`src/design/nps_pkg.sv`:
```
// ============================================================================
// nps_pkg
// Shared constants and types for the nearest point search unit.
// ============================================================================
package nps_pkg;

    // Store geometry
    localparam int MAX_POINTS = 1024;
    localparam int ADDR_W     = $clog2(MAX_POINTS);
    localparam int CNT_W      = ADDR_W + 1;

    // Coordinate and distance widths
    localparam int COORD_W    = 16;
    localparam int DIFF_W     = COORD_W + 1;
    localparam int PROD_W     = 2 * DIFF_W;
    localparam int SQ_W       = 2 * COORD_W;
    localparam int DIST_W     = SQ_W + 1;
    localparam int NEAR_IDX_W = 10;

    // Operation codes carried on the input tuser
    localparam int OP_W = 2;
    localparam logic [OP_W-1:0] OP_CLEAR  = 2'd0;
    localparam logic [OP_W-1:0] OP_APPEND = 2'd1;
    localparam logic [OP_W-1:0] OP_QUERY  = 2'd2;

    // One stored point read back from the store, tagged with its position
    typedef struct packed {
        logic                      vld;
        logic [ADDR_W-1:0]         idx;
        logic signed [COORD_W-1:0] x;
        logic signed [COORD_W-1:0] y;
    } t_pt_req;

    // Same point with its squared axis distances to the query position
    typedef struct packed {
        logic                      vld;
        logic [ADDR_W-1:0]         idx;
        logic signed [COORD_W-1:0] x;
        logic signed [COORD_W-1:0] y;
        logic [SQ_W-1:0]           sqx;
        logic [SQ_W-1:0]           sqy;
    } t_pt_rsp;

endpackage

```
`src/design/nps_dist.sv`:
```
// ============================================================================
// nps_dist
// Two-stage squared axis distance pipe: difference, then square.
// ============================================================================
module nps_dist (
    input  logic                              i_clk,
    input  logic                              i_rst_n,
    input  logic signed [nps_pkg::COORD_W-1:0] i_qx,
    input  logic signed [nps_pkg::COORD_W-1:0] i_qy,
    input  nps_pkg::t_pt_req                  i_req,
    output nps_pkg::t_pt_rsp                  o_rsp,
    output logic                              o_busy
);

    nps_pkg::t_pt_req                         r_s1;
    logic signed [nps_pkg::DIFF_W-1:0]        r_dx;
    logic signed [nps_pkg::DIFF_W-1:0]        r_dy;
    nps_pkg::t_pt_rsp                         r_s2;

    logic signed [nps_pkg::DIFF_W-1:0]        n_dx;
    logic signed [nps_pkg::DIFF_W-1:0]        n_dy;
    logic signed [nps_pkg::PROD_W-1:0]        n_px;
    logic signed [nps_pkg::PROD_W-1:0]        n_py;

    // Stage 1: sign-extend and subtract
    assign n_dx = nps_pkg::DIFF_W'(i_req.x) - nps_pkg::DIFF_W'(i_qx);
    assign n_dy = nps_pkg::DIFF_W'(i_req.y) - nps_pkg::DIFF_W'(i_qy);

    // Stage 2: square; the result is never negative and fits SQ_W bits
    assign n_px = nps_pkg::PROD_W'(r_dx) * nps_pkg::PROD_W'(r_dx);
    assign n_py = nps_pkg::PROD_W'(r_dy) * nps_pkg::PROD_W'(r_dy);

    always_ff @(posedge i_clk) begin
        r_s1.idx <= i_req.idx;
        r_s1.x   <= i_req.x;
        r_s1.y   <= i_req.y;
        r_dx     <= n_dx;
        r_dy     <= n_dy;
        r_s2.idx <= r_s1.idx;
        r_s2.x   <= r_s1.x;
        r_s2.y   <= r_s1.y;
        r_s2.sqx <= n_px[nps_pkg::SQ_W-1:0];
        r_s2.sqy <= n_py[nps_pkg::SQ_W-1:0];
        if (!i_rst_n) begin
            r_s1.vld <= 1'b0;
            r_s2.vld <= 1'b0;
        end else begin
            r_s1.vld <= i_req.vld;
            r_s2.vld <= r_s1.vld;
        end
    end

    assign o_rsp  = r_s2;
    assign o_busy = r_s1.vld | r_s2.vld;

endmodule
```
`config.mk`:
```
export PLATFORM = sky130hd
export DESIGN_NAME = nps_dist
export DESIGN_NICKNAME = d
export VERILOG_FILES = /design/src/design/nps_pkg.sv /design/src/design/nps_dist.sv
export SDC_FILE = /design/constraint.sdc
export NUM_CORES = 1
export LEC_CHECK = 0
export ABC_AREA = 1
export BUFFER_PORTS_ARGS = -buffer_cell sky130_fd_sc_hd__buf_2
export CAP_MARGIN = 10
export CORE_UTILIZATION = 57
export DETAILED_ROUTE_END_ITERATION = 10
export PLACE_DENSITY = 0.79
export SYNTH_ARGS = -nofsm -noshare
export SYNTH_HDL_FRONTEND = slang
export SYNTH_SLANG_ARGS = --single-unit
```
`constraint.sdc`:
```
create_clock -name i_clk -period 5.86 [get_ports i_clk]
set_input_delay 1.172 -clock i_clk [delete_from_list [all_inputs] [get_ports i_clk]]
set_output_delay 1.172 -clock i_clk [all_outputs]
set_load 0.05 [all_outputs]
```
* Yosys cells after proc, flatten, opt, wreduce, memory -nomap -nowiden *
Cells that the tools add are included.
Widths: inputs -> output; s select.

storage, ports and cells
  register bits = 184
  bits in latches = 0
  memory bits (writable) = 0
  bits in read-only memories = 0
  bits of input ports = 77
  logic and storage cells = 17
  memories kept = 0

operators by class
  add/sub/neg operators = 2
  $mul = 2
  div/mod/pow operators = 0
  order comparisons = 0
  equal/unequal tests = 0
  shift operators = 0
  mux-type cells = 0
  bitwise gates (word level) = 1
  reductions and logical operators = 0

operator list
  cell            number
  $mul 17x17->32  2
  $sub 16x16->17  2
  $or 1x1->1      1

* Logic depth before layout (Yosys ltp) *
  depth in word-level cells = 1
  mapped depth = 28
  mapped depth without buffers = 26

* Least setup slack after synthesis *
Ideal clock, no wire load.

  kind = register -> register
  start point = register r_dx[2] in the netlist's numbering
  end point = register r_s2, in the netlist o_rsp[58]
  arrival = 5.461 ns
  required time = 5.788 ns
  slack = 0.328 ns
  stages on the path, launching flop included = 21
  buffers on the path = 2
  clock period less this slack = 5.532 ns
  cells stage by stage = dfxtp_1 clkbuf_1 clkbuf_1 nand2_1 inv_1 fa_1 inv_1 fa_1 inv_1 fa_1 fa_1 fa_1 fa_1 ha_1 nand2_1 nor2_2 inv_1 nor3_1 o21ai_1 nand3_1 xor2_1

on the way
  longest elaborated chain between the ends = 1

ends and longest elaborated chain
  what                    RTL line        source
  from (decl)             nps_dist.sv:16  logic signed [nps_pkg::DIFF_W-1:0] r_dx;
  from (signal assigned)  nps_dist.sv:37  r_dx <= n_dx;
  $mul 17x17->32          nps_dist.sv:30  assign n_px = nps_pkg::PROD_W'(r_dx) * nps_pkg::PROD_W'(r_dx);
  via n_px (one bit)      nps_dist.sv:22  logic signed [nps_pkg::PROD_W-1:0] n_px;
  to (decl)               nps_dist.sv:18  nps_pkg::t_pt_rsp r_s2;

The timed path passes the listed nets, and every way through them passes these cells.
A chain may end at the register's enable or synchronous reset.

* Worst setup path after layout *
  start point = register r_dx[15] in the netlist's numbering
  end point = register r_s2, in the netlist o_rsp[56]

The elaborated chain is that of the path after synthesis.

==> metrics.txt <==
Die ar.=45,430 µm²; DPL Wire Length=49.43 mm; GRT overflow=0; max incr delay on CP=580 ps; Initial Util=0.5835; final slew viol count=0; via count of the routed design=19,200; Total GRT Usage=0.2816; Final Non-Filler Cells=3,774; Critical Path, Cell by Cell=buf_4 -> nand2_1 -> inv_1 -> fa_1 -> inv_1 -> fa_1 -> fa_1 -> inv_1 -> fa_1 -> fa_1 -> inv_1 -> fa_1 -> inv_1 -> ha_1 -> nand2_1 -> inv_1 -> nand2_1 -> nor2_1 -> nand3_1 -> nand3_1 -> xor2_1; Die W=213.1 µm; CTS Buf Count=17; fin crit period=5682 ps; Layout area overhead=9.986%; fin area=27,950 µm²; setup repair after global routing missed its margin=no; cts hold-fix bufs=0; number of flops mapped to enable cells by yosys=0; Avg Vias per Cell=5.088; DR pass1 iterations=5; fraction of layout cells with a size suffix above 1=0.1119; core box area=43,550 µm²; CTS Sinks=182; largest net degree at the start of global routing=23; row count=76; main flop type after synthesis=dfxtp_1; Max-Cap Viols=0; Area after DPL=27,270 µm²; Total Wirelength=57.99 mm; run status=complete, no violations; Max clock buf depth=2; Reg clk slew, reported paths=80 ps; Critical Path End Type=flip-flop; Skew-Pair Late Insertion Delay=520 ps; placed cell count=3,742; TritonCTS clock tree=yes; # DRC=0; Port-buffer cells=182; mean area per synthesized cell=8.521 µm²; number of synthesized register bits=182; most common cell in the synthesized netlist=inv_1; delay-heaviest family, CP=adder cells; Tcrit/Tclk final=0.9697; CP Max Fanout=17; FFs w/ async S/R, synth=0; Startpoint Class=flip-flop; global-route wire length before repair=99.76 mm; worst hold path type=reg2reg; top post-synthesis cells by area=fa_1 40%, dfxtp_1 14%, inv_1 14%; Final Util=0.6417; Fmax=0.1760 GHz; Diodes inserted=0; CP arrival=6080 ps; RD Place Congestion=0.9465; post-layout net count=3,968; yosys warns=0; fillers=3,598; drt wl/cell=15.37 µm; Slowest-stage cell, CP=fa_1; Ports=185; number of global-route vias before repair=21,080; Worst Clk Skew=13.84 ps; DRT iter0 DRCs=1,243; H-tree levels=4; Final setup viols=0; synthesized instance count=2,982; clock root buffer=clkbuf_16; Fin. Hold Viols=0; Seq/Total Area, Yosys=0.1434; Distinct cells, synth=42; Cell Area, Synth=25,410 µm²; most common library cells after synthesis=915 x inv_1, 531 x nand2_1, 513 x fa_1; final antenna-violating net count=0; initial antenna violation count=0; kind of critical path=reg2reg; Synth area leader=fa_1; worst path buffer plus inverter count=7; Synth top area share=0.4042; die height=213.1 µm; CP Data Required Time=6260 ps
## what timing repair did
action,in CTS,in global routing
endpoints found under the setup margin,3,21
gates resized for setup,1,25
hold endpoints to repair,0,0
cloned,0,0
buffers inserted,0,0
## worst register-to-register path, delay by kind of cell (launching register included)
family                     cells  cell delay (ps)
adders and majority gates      7             3550
and+or+nand+nor                6              820
buffers and inverters          7              620
DFF                            1              300
xor gates and xnor gates       1              280
## layout make-up
| type | count | area, µm² | area share |
|---|---|---|---|
| clock buffers | 17 | 425.4 | 0.01522 |
| clock inverters | 15 | 210.2 | 0.007521 |
| multi-input cells | 1810 | 18050 | 0.6458 |
| well taps | 585 | 732.0 | 0.02619 |
| flip-flops and latches | 182 | 3671 | 0.1314 |
| repair buffers | 249 | 1421 | 0.05086 |
| inverters | 916 | 3438 | 0.1230 |
## placed cells by master (no fill, tap or decap), drive strengths merged
| cell | count |
|---|---|
| a211o | 1 |
| a21boi | 1 |
| a21o | 11 |
| a21oi | 102 |
| a31o | 3 |
| a31oi | 1 |
| and2 | 1 |
| buf | 249 |
| clkbuf | 17 |
| clkinv | 6 |
| conb | 2 |
| dfxtp | 182 |
| fa | 513 |
| ha | 202 |
| inv | 925 |
| nand2 | 546 |
| nand2b | 1 |
| nand3 | 77 |
| nand3b | 3 |
| nand4 | 19 |
| nor2 | 126 |
| nor3 | 18 |
| nor3b | 1 |
| o2111ai | 1 |
| o21ai | 68 |
| o21bai | 6 |
| o31ai | 5 |
| or2 | 10 |
| xnor2 | 22 |
| xor2 | 70 |
## sequential cells by signal, summed over array words and instances, names as in the netlist
name,cells
r_s1,43
r_dy,17
o_rsp,105
r_dx,17
## stage by stage
step	hold WS, ps	TNS [ps]	setup WS (ps)
CTS	331.4	0	58.43
detailed placement	312.1	-54.78	-38.50
finish	329.1	0	177.7
global route	334.0	0	4.779
floorplan	309.6	0	327.8
global placement	309.5	0	49.59
## logic make-up (layout without fill, tap and decap cells)
logic type	Yosys count	after routing	synth area share
buf+inv	991	1197	0.1468
other cells	1	2	0.0001476
simple gates	802	802	0.1302
flops	182	182	0.1434
xor+xnor	92	92	0.03171
fa+ha+maj	715	715	0.5036
compound gates	199	199	0.04407
## routing by layer
metal	vias to the layer above	wire, µm	track usage
met2	632	29470	0.4961
met3	127	3152	0.04427
li1	8948	-	-
met1	9494	23700	0.3477
met5	-	0	0
met4	0	1667	0.1052
## worst paths after layout
path,endpoint,depth (start not counted),startpoint,slack [ps]
max,o_rsp[56],21,r_dx[15],180
min,o_rsp[90],0,r_s1[26],330
max reg2reg,o_rsp[56],21,r_dx[15],180
min reg2reg,o_rsp[90],0,r_s1[26],330
Power is not shown: default switching activity piles up to over one toggle a cycle in this logic, so the estimate is an artifact.
